**src/design/pcu_pkg.sv**
```systemverilog
// Package for the packed code point to UTF-8 converter.
// Holds the decoder phase codes, shared structs and the UTF-8 encode function.
// No dependencies.
package pcu_pkg;

  localparam int unsigned ByteW  = 8;
  localparam int unsigned CpW    = 32;
  localparam int unsigned CntW   = 4;
  localparam int unsigned MaxOut = 4;
  localparam int unsigned RemW   = 3;

  localparam logic [ByteW-1:0] PairBias = 8'h40;

  typedef enum logic [2:0] {
    PH_IDLE  = 3'b001,
    PH_MULTI = 3'b010,
    PH_PAIR  = 3'b100
  } phase_e;

  typedef logic [MaxOut-1:0][ByteW-1:0] out_bytes_t;

  // finished code point leaving the decoder
  typedef struct packed {
    logic           emit;
    logic [CpW-1:0] cp;
  } dec_res_t;

  typedef struct packed {
    out_bytes_t      bytes;
    logic [RemW-1:0] cnt;
  } enc_res_t;

  // unchecked UTF-8 rule, lead byte of the 4-byte form truncated to 8 bits
  function automatic enc_res_t utf8_encode(input logic [CpW-1:0] cp);
    enc_res_t r;
    r.bytes = '0;
    if (cp < 32'h80) begin
      r.bytes[0] = cp[7:0];
      r.cnt      = RemW'(1);
    end else if (cp < 32'h800) begin
      r.bytes[0] = {3'b110, cp[10:6]};
      r.bytes[1] = {2'b10, cp[5:0]};
      r.cnt      = RemW'(2);
    end else if (cp < 32'h10000) begin
      r.bytes[0] = {4'b1110, cp[15:12]};
      r.bytes[1] = {2'b10, cp[11:6]};
      r.bytes[2] = {2'b10, cp[5:0]};
      r.cnt      = RemW'(3);
    end else begin
      r.bytes[0] = cp[25:18] | 8'hF0;
      r.bytes[1] = {2'b10, cp[17:12]};
      r.bytes[2] = {2'b10, cp[11:6]};
      r.bytes[3] = {2'b10, cp[5:0]};
      r.cnt      = RemW'(4);
    end
    return r;
  endfunction

endpackage

```
**src/design/pcu_decode.sv**
```systemverilog
// Decoder state machine: collects multi-byte and pair forms into code points.
// Depends on pcu_pkg.
module pcu_decode (
  input  logic                      clk_i,
  input  logic                      rst_ni,
  input  logic                      adv_i,
  input  logic [pcu_pkg::ByteW-1:0] byte_i,
  input  logic                      token_end_i,
  output pcu_pkg::dec_res_t         res_o
);
  import pcu_pkg::*;

  phase_e            phase_q, phase_d;
  logic [CntW-1:0]   left_q, left_d;
  logic [CpW-1:0]    code_q, code_d;
  logic [ByteW-1:0]  first_q, first_d;
  logic [CpW-1:0]    acc_shift;
  logic [CntW-1:0]   left_dec;
  logic [ByteW-1:0]  pair_hi;

  assign acc_shift = {code_q[CpW-8:0], byte_i[6:0]};
  assign left_dec  = left_q - CntW'(1);
  assign pair_hi   = first_q - PairBias;

  always_comb begin
    phase_d    = phase_q;
    left_d     = left_q;
    code_d     = code_q;
    first_d    = first_q;
    res_o.emit = 1'b0;
    res_o.cp   = '0;
    unique case (phase_q)
      PH_MULTI: begin
        code_d = acc_shift;
        left_d = left_dec;
        if (left_dec == '0) begin
          phase_d    = PH_IDLE;
          res_o.emit = (acc_shift != '0);
          res_o.cp   = acc_shift;
          code_d     = '0;
        end
      end
      PH_PAIR: begin
        res_o.emit = 1'b1;
        res_o.cp   = {16'h0, pair_hi, byte_i};
        phase_d    = PH_IDLE;
        first_d    = '0;
      end
      default: begin
        phase_d = PH_IDLE;
        if (!byte_i[7]) begin
          res_o.emit = 1'b1;
          res_o.cp   = {24'h0, byte_i};
        end else if (byte_i[7:4] == 4'hE) begin
          if (byte_i[3:0] != 4'h0) begin
            phase_d = PH_MULTI;
            left_d  = byte_i[3:0];
            code_d  = '0;
          end
        end else begin
          phase_d = PH_PAIR;
          first_d = byte_i;
        end
      end
    endcase
    if (token_end_i) begin
      phase_d = PH_IDLE;
      left_d  = '0;
      code_d  = '0;
      first_d = '0;
    end
  end

  always_ff @(posedge clk_i or negedge rst_ni) begin
    if (!rst_ni) begin
      phase_q <= PH_IDLE;
      left_q  <= '0;
      code_q  <= '0;
      first_q <= '0;
    end else if (adv_i) begin
      phase_q <= phase_d;
      left_q  <= left_d;
      code_q  <= code_d;
      first_q <= first_d;
    end
  end

  a_multi_has_count: assert property (@(posedge clk_i) disable iff (!rst_ni)
    (phase_q == PH_MULTI) |-> (left_q != '0))
    else $error("multi-byte phase with zero count");

  a_pair_high_lead: assert property (@(posedge clk_i) disable iff (!rst_ni)
    (phase_q == PH_PAIR) |-> first_q[7])
    else $error("pair phase without a high lead byte");

  a_idle_clean: assert property (@(posedge clk_i) disable iff (!rst_ni)
    (phase_q == PH_IDLE) |-> (left_q == '0 && code_q == '0 && first_q == '0))
    else $error("idle phase with leftover state");

endmodule

```
**src/design/pcu_serial.sv**
```systemverilog
// Result register: holds one item's UTF-8 bytes, sends one per cycle unless stalled.
// Depends on pcu_pkg.
module pcu_serial (
  input  logic                      clk_i,
  input  logic                      rst_ni,
  input  logic                      load_i,
  input  pcu_pkg::dec_res_t         res_i,
  input  logic                      out_stall_i,
  output logic                      out_valid_o,
  output logic [pcu_pkg::ByteW-1:0] out_byte_o,
  output logic                      last_of_run_o,
  output logic                      free_o
);
  import pcu_pkg::*;

  out_bytes_t      bytes_q, bytes_d;
  logic [RemW-1:0] rem_q, rem_d;
  enc_res_t        enc;
  logic            take;

  assign enc           = utf8_encode(res_i.cp);
  assign out_valid_o   = (rem_q != '0);
  assign out_byte_o    = bytes_q[0];
  assign last_of_run_o = (rem_q == RemW'(1));
  assign take          = out_valid_o && !out_stall_i;
  assign free_o        = (rem_q == '0) || (last_of_run_o && take);

  always_comb begin
    bytes_d = bytes_q;
    rem_d   = rem_q;
    if (load_i) begin
      bytes_d = enc.bytes;
      rem_d   = res_i.emit ? enc.cnt : '0;
    end else if (take) begin
      bytes_d = {ByteW'(0), bytes_q[MaxOut-1:1]};
      rem_d   = rem_q - RemW'(1);
    end
  end

  always_ff @(posedge clk_i or negedge rst_ni) begin
    if (!rst_ni) begin
      rem_q <= '0;
    end else begin
      rem_q <= rem_d;
    end
  end

  always_ff @(posedge clk_i) begin
    bytes_q <= bytes_d;
  end

  a_rem_range: assert property (@(posedge clk_i) disable iff (!rst_ni)
    rem_q <= RemW'(MaxOut))
    else $error("result count out of range");

  a_load_only_free: assert property (@(posedge clk_i) disable iff (!rst_ni)
    load_i |-> free_o)
    else $error("result register loaded while bytes remain");

  a_take_counts_down: assert property (@(posedge clk_i) disable iff (!rst_ni)
    (take && !load_i) |=> (rem_q == $past(rem_q) - RemW'(1)))
    else $error("byte count did not step down after a transfer");

endmodule

```
**src/design/packed_codepoint_to_utf8.sv**
```systemverilog
// Packed code point to UTF-8 converter, top level.
// An input item passes the input register and the decoder; its first UTF-8 byte leaves the result register.
// Throughput: one input item per cycle when it yields at most one byte and the output
// is not stalled; an item of N bytes (N from 0 to 4) holds the single-byte result port till sent.
// Reset: rst_ni async active low; decoder returns to idle, both registers empty.
// Depends on pcu_pkg, pcu_decode and pcu_serial.
module packed_codepoint_to_utf8 (
  input  logic                      clk_i,
  input  logic                      rst_ni,
  input  logic                      in_valid_i,
  output logic                      in_stall_o,
  input  logic [pcu_pkg::ByteW-1:0] in_byte_i,
  input  logic                      token_end_i,
  output logic                      out_valid_o,
  input  logic                      out_stall_i,
  output logic [pcu_pkg::ByteW-1:0] out_byte_o,
  output logic                      last_of_run_o
);
  import pcu_pkg::*;

  logic             vld_q;
  logic [ByteW-1:0] byte_q;
  logic             te_q;
  logic             res_free;
  logic             adv;
  logic             in_take;
  dec_res_t         dec_res;

  assign adv        = vld_q && res_free;
  assign in_stall_o = vld_q && !res_free;
  assign in_take    = in_valid_i && !in_stall_o;

  always_ff @(posedge clk_i or negedge rst_ni) begin
    if (!rst_ni) begin
      vld_q <= 1'b0;
    end else if (in_take || adv) begin
      vld_q <= in_take;
    end
  end

  always_ff @(posedge clk_i) begin
    if (in_take) begin
      byte_q <= in_byte_i;
      te_q   <= token_end_i;
    end
  end

  pcu_decode u_decode (
    .clk_i       (clk_i),
    .rst_ni      (rst_ni),
    .adv_i       (adv),
    .byte_i      (byte_q),
    .token_end_i (te_q),
    .res_o       (dec_res)
  );

  pcu_serial u_serial (
    .clk_i         (clk_i),
    .rst_ni        (rst_ni),
    .load_i        (adv),
    .res_i         (dec_res),
    .out_stall_i   (out_stall_i),
    .out_valid_o   (out_valid_o),
    .out_byte_o    (out_byte_o),
    .last_of_run_o (last_of_run_o),
    .free_o        (res_free)
  );

  a_stall_needs_item: assert property (@(posedge clk_i) disable iff (!rst_ni)
    in_stall_o |-> (vld_q && out_valid_o))
    else $error("input stalled with no item waiting on the result side");

  a_take_fills: assert property (@(posedge clk_i) disable iff (!rst_ni)
    in_take |=> vld_q)
    else $error("accepted item not held in the input register");

endmodule
```
**config.mk**
```make
export PLATFORM = sky130hd
export DESIGN_NAME = packed_codepoint_to_utf8
export DESIGN_NICKNAME = d
export VERILOG_FILES = /design/src/design/pcu_pkg.sv /design/src/design/pcu_decode.sv /design/src/design/pcu_serial.sv /design/src/design/packed_codepoint_to_utf8.sv
export SDC_FILE = /design/constraint.sdc
export NUM_CORES = 1
export LEC_CHECK = 0
export ABC_CLOCK_PERIOD_IN_PS = 5700
export BUFFER_PORTS_ARGS = -buffer_cell sky130_fd_sc_hd__clkbuf_2
export CAP_MARGIN = 10
export CORE_UTILIZATION = 64
export DETAILED_ROUTE_END_ITERATION = 6
export PLACE_DENSITY = 0.95
export SETUP_SLACK_MARGIN = 0.5
export SLEW_MARGIN = 20
export SYNTH_ARGS = -nofsm -noshare
export SYNTH_HDL_FRONTEND = slang
export SYNTH_SLANG_ARGS = --single-unit
export TNS_END_PERCENT = 10
```
**constraint.sdc**
```tcl
create_clock -name clk_i -period 5.7 [get_ports clk_i]
set_input_delay 1.71 -clock clk_i [delete_from_list [all_inputs] [get_ports clk_i]]
set_output_delay 1.71 -clock clk_i [all_outputs]
set_load 0.01 [all_outputs]
```
Word-level counts from Yosys, hierarchy flattened
Index checks and enable logic that the tools add are counted.
Widths: inputs -> output; s select.
{ "word_totals": {"output_inout_bits": 11, "regBits": 85} }
{ "op_classes": {"mux": 35, "n_lt_le_gt_ge": 3, "n_addsub": 3, "eq_ne": 8, "n_reduce_logical": 23} }
{ "op_table": {"columns": ["cell", "count"], "rows": [
  ["$mux 25", 6],
  ["$mux 33", 2],
  ["$pmux 33 s2", 1],
  ["$mux 32", 2],
  ["$pmux 25 s2", 1],
  ["$lt 32x12->1 const B", 1],
  ["$lt 32x17->1 const B", 1],
  ["$lt 32x8->1 const B", 1],
  ["$mux 8", 4],
  ["$reduce_bool 32->1", 1],
  ["$mux 24", 1],
  ["$mux 3", 7],
  ["$mux 19", 1],
  ["$mux 16", 1],
  ["$mux 4", 4],
  ["$pmux 8 s2", 1],
  ["$reduce_bool 3->1", 5],
  ["$mux 11", 1],
  ["$pmux 4 s2", 1],
  ["$sub 8x7->8 const B", 1],
  ["$pmux 3 s2", 1],
  ["$logic_and 1x1->1", 5],
  ["$reduce_and 5->1", 1],
  ["$eq 4x4->1 const B", 1],
  ["17 further kinds", 21]
]} }

Longest topological paths before layout
{ "depth": {"word_depth": 10, "ltp_mapped": 9} }

Modules after synthesis
Synthesis repeated with hierarchy kept, for this count alone.
{ "unflattened": {"hier_cells": 398, "area_unflattened_um2": 4413.0} }
{ "modules_own_cells": {"columns": ["module", "n_inst", "area_each_um2", "seq_area_each_um2", "cells_per_inst"], "rows": [
  ["pcu_decode", 1, 2172.1, 1002.2, 198],
  ["pcu_serial", 1, 1906.8, 945.9, 185],
  ["packed_codepoint_to_utf8", 1, 334.1, 295.3, 15]
]} }

Least setup slack after synthesis
No wires, ideal clock.
{ "synth_path": {"path_type": "input to register", "startpoint": "input out_stall_i", "endpoint": "register u_serial.rem_q[0]", "t_arrival_ns": 3.648, "setup_ns": 0.096, "path_stages": 3, "path_slack_ns": 1.956, "required_ns": 5.604, "path_cell_list": "a21oi_1 > o21ai_0 > a211oi_1"} }
{ "synth_via": {"elab_chain_cells": 6, "word_cells_on_any_way": 7, "cone_classes": "mux: 1; reduce/logical: 6"} }
{ "synth_rtl": {"columns": ["item", "line", "text"], "rows": [
  ["start: declaration", "packed_codepoint_to_utf8.sv:15", "input logic out_stall_i,"],
  ["$logic_not 1->1 (*)", "pcu_serial.sv:25", "assign take = out_valid_o && !out_stall_i;"],
  ["$logic_and 1x1->1 (*)", "pcu_serial.sv:25", null],
  ["$logic_and 1x1->1", "pcu_serial.sv:26", "assign free_o = (rem_q == '0) || (last_of_run_o && take);"],
  ["$logic_or 1x1->1", "pcu_serial.sv:26", null],
  ["$logic_and 1x1->1", "packed_codepoint_to_utf8.sv:29", "assign adv = vld_q && res_free;"],
  ["$mux 3 / $reduce_bool 2->1 (equally long branches)", null, null],
  ["end signal: assignment", "pcu_serial.sv:44", "rem_q <= rem_d;"],
  ["end: declaration", "pcu_serial.sv:17", "logic [RemW-1:0] rem_q, rem_d;"]
]} }
Every way passes the cells marked *; elsewhere a longest branch is shown, timed or not.
A chain may end at the register's enable or synchronous reset.

Final worst setup path
{ "layout_path": {"startpoint": "input out_stall_i", "endpoint": "output in_stall_o"} }
{ "layout_via": {"elab_chain_cells": 6} }
{ "layout_rtl": {"columns": ["item", "line", "text"], "rows": [
  ["$logic_not 1->1", "pcu_serial.sv:25", null],
  ["$logic_and 1x1->1", "pcu_serial.sv:25", null],
  ["$logic_and 1x1->1", "pcu_serial.sv:26", null],
  ["$logic_or 1x1->1", "pcu_serial.sv:26", null],
  ["$logic_not 1->1", "packed_codepoint_to_utf8.sv:30", "assign in_stall_o = vld_q && !res_free;"],
  ["$logic_and 1x1->1", "packed_codepoint_to_utf8.sv:30", null],
  ["end: declaration", "packed_codepoint_to_utf8.sv:11", "output logic in_stall_o,"]
]} }
Every way passes these cells.

==> results by group <==
Worst hold path
  – Hold/Removal Path Class: reg -> reg
  – Min-Delay Startpoint: u_decode.code_q[23]$_DFFE_PN0P_
  – Hold path depth: 2

Logic synthesis
  – Part of the Yosys area used for sequential elements: 0.514
  – Synth cell types: 75
  – Share of the synthesized area in the top cell type: 0.261
  – Flops & latches, synth: 82
  – Main synth FF type: dfrtp_1
  – Syn Inst Count: 434
  – Syn nets: 452
  – EDFF count, synth: 38
  – Synth top area cells: edfxtp_1 (26%), dfrtp_1 (25%), nand2_1 (6.4%)
  – Syn avg cell area: 10.1 um^2
  – Cell area after synthesis: 4370 um^2
  – Ys async rst share: 0.537
  – Yosys warns: 0
  – Post-synth top area cell: edfxtp_1

Floorplan
  – I/O pins: 24
  – Core footprint: 6460 um^2
  – Die height: 84.6 um
  – Die Span X: 84.6 um
  – Site Rows: 29
  – Die Area: 7160 um^2
  – Initial core utilization: 0.676

Job
  – Max cap viols: 0

Final layout
  – Antenna diode count: 0
  – Final Util: 0.720
  – Layout Nets: 453
  – P&R area growth vs syn: 6.47%
  – Post-route cell area: 4650 um^2
  – Fillers: 482
  – Layout cell share with drive strength beyond 1: 0.150

Drt
  – Post-route DRC: 1
  – Via density: 6.90
  – DRT Pass-1 Iters: 7
  – Vias: 3567
  – Initial DRC count: 517
  – Detail Route Antenna Nets: 0
  – Routed length per instance: 20.0 um
  – Final WL: 10.4 mm

GRT
  – Vias in the first global route: 3295
  – Met2 Usage GRT: 0.482
  – First-pass GRT wire length: 16.7 mm
  – Met3 Usage GRT: 0.0600
  – Initial antenna violation count: 0
  – Gr busiest metal: met2
  – GR Util met1: 0.425
  – Total grt overflow: 0
  – Largest net degree at the start of global routing: 59
  – GRT Overall Usage: 0.308

Clocking
  – CTS Sinks: 82
  – Clock Latency Late Sink: 370 ps
  – CTS tree: built
  – PostCTS Resize Cnt: 0
  – Clock buffer depth: 2
  – CTS H-Tree Depth: 3
  – Clock transition at path regs: 80 ps
  – Post-CTS setup buffers: 0
  – Number of CTS-inserted buffers: 9
  – Clock root buffer: clkbuf_8
  – Hold buffers post-CTS: 0

Timing
  – Worst slew pin tran: 1000 ps
  – Final setup violation count: 0
  – Max Freq: 0.252 GHz
  – RSZ-0062 raised after global routing: false
  – Final worst path period need: 3960 ps
  – Slew HR: 0.330
  – Part of the cycle the worst path needs: 0.695
  – Setup tns final: 0 ps
  – Max Clock Skew: 12.0 ps
  – Pins Over Slew Limit: 0
  – Fin. Hold Viols: 0

Setup path
  – CP arrival: 2250 ps
  – Worst reg-to-reg path cell count: 8
  – Setup CP Type: in -> out
  – Setup crit start: out_stall_i
  – Crit path launch type: input port
  – Crit Path Max Fanout: 4
  – Reg2reg start: u_decode.left_q[1]$_DFFE_PN0P_
  – CP required: 3990 ps
  – CP Capture Type: output port

Power and ir drop
  – Sw Ratio: 0.398
  – Cell Pwr Density: 486 nW/um^2
  – Sequential fraction of design power: 0.430
  – Sw power: 0.898 mW
  – Combinational power share: 0.378
  – Power share of the clock group: 0.192
  – Power Internal: 1.36 mW
  – Leak: 1.87 nW
  – VDD IR max: 0.301 mV

Run status
  – Failing checks: design-rule violations
  – Status: finished, violations left

Placement
  – Buffers on Ports: 23
  – Routability Congestion: 0.952
  – DP Area: 4420 um^2
  – Detailed Place HPWL: 6.77 mm
==> Yosys cell counts (all sizes together) (3+ instances only) <==
library cell,instances
inv,8
o21ai,47
nand3,6
and2,5
nand2,76
o211ai,3
nor3b,3
or3,5
a211oi,3
dfrtp,43
nor2,23
a2bb2oi,3
a21o,7
a32oi,6
a31oi,6
clkbuf,15
nor4,5
a32o,4
a221oi,3
nor3,11
a22o,11
a21oi,20
ha,5
o41ai,3
edfxtp,38
o32ai,3
o31ai,6
buf,21
nand2b,6
and3,7
a21boi,3
==> final cells by class <==
cell class	instances	area (um^2)	share of cell area
Sequential cell	82	2240	0.482
Multi-Input combinational cell	308	1920	0.413
Timing Repair Buffer	26	160	0.0344
Clock buffer	9	124	0.0266
Tap cell	77	96.3	0.0207
Clock inverter	7	76.3	0.0164
Inverter	8	30.0	0.00646
==> critical path, cell delays in order <==
cell,delay [ps]
clkbuf_2,110
inv_1,80
a21o_1,180
inv_1,50
clkbuf_2,120
==> cells by family after synthesis <==
logic type,count (synthesis),synth area share
xor+xnor,1,0.00201
fa+ha+maj,5,0.0143
simple gates,157,0.178
compound gates,145,0.240
buf+inv,44,0.0518
flops,82,0.514
==> path summary, 6_finish.rpt <==
path / to / slack (ps)
max: in_stall_o / 1740
min: u_decode.code_q[23]$_DFFE_PN0P_ / 490
max reg2reg: u_serial.bytes_q[10]$_DFFE_PP_ / 2440
min reg2reg: u_decode.code_q[23]$_DFFE_PN0P_ / 490
max in group asynchronous: u_serial.rem_q[0]$_DFFE_PN0P_ / 3990
min in group asynchronous: u_decode.first_q[7]$_DFFE_PN0P_ / 1320
==> layout by cell type, fill, tap and decap left out, types with 3 or more instances in the layout <==
master,count
nand2_1,75
dfrtp_1,43
edfxtp_1,38
o21ai_0,35
nor2_1,23
clkbuf_2,22
a21oi_1,18
a22o_1,11
o21ai_1,10
clkbuf_8,9
inv_1,8
nor3_1,8
and3_1,7
nand2b_1,6
o31ai_1,6
a21o_1,6
nor4_1,5
nand3_1,5
a32oi_1,5
a31oi_1,5
ha_1,5
or3_1,4
and2_1,4
a32o_1,3
a221oi_1,3
o41ai_1,3
o211ai_1,3
buf_4,3
==> flip-flops by register name, indices dropped and copies added, names as in the netlist <==
register             cells
u_decode.code_q         25
u_serial.bytes_q        21
byte_q                   8
u_decode.first_q         8
u_serial.out_byte_o      8
u_decode.left_q          4
u_decode.phase_q         3
u_serial.rem_q           3
te_q                     1
vld_q                    1
==> per-layer routing <==
metal	wire length [um]	vias to the layer above	share of wire
met5	0	-	0
met4	346	0	0.033
met3	964	44	0.093
met2	4910	217	0.47
met1	4140	1687	0.40
li1	-	1619	-
==> power by group through the flow <==
stage               clock (mW)  combinational (mW)  sequential (mW)
floorplan                    0               0.695            0.913
global placement             0               0.777            0.964
detailed placement           0               0.815            0.976
CTS                      0.432               0.825            0.966
global route             0.452               0.936            0.988
finish                   0.434               0.854            0.970
==> through the flow <==
step	worst slack, ps	cells	hold slack (ps)	power, mW
after global routing	1690	517	535	2.38
after floorplan	1960	434	451	1.61
after CTS	1730	516	496	2.22
after detailed placement	1730	500	477	1.79
final	1740	517	490	2.26
after global placement	1760	500	464	1.74
(Power assumes the default switching activity.)
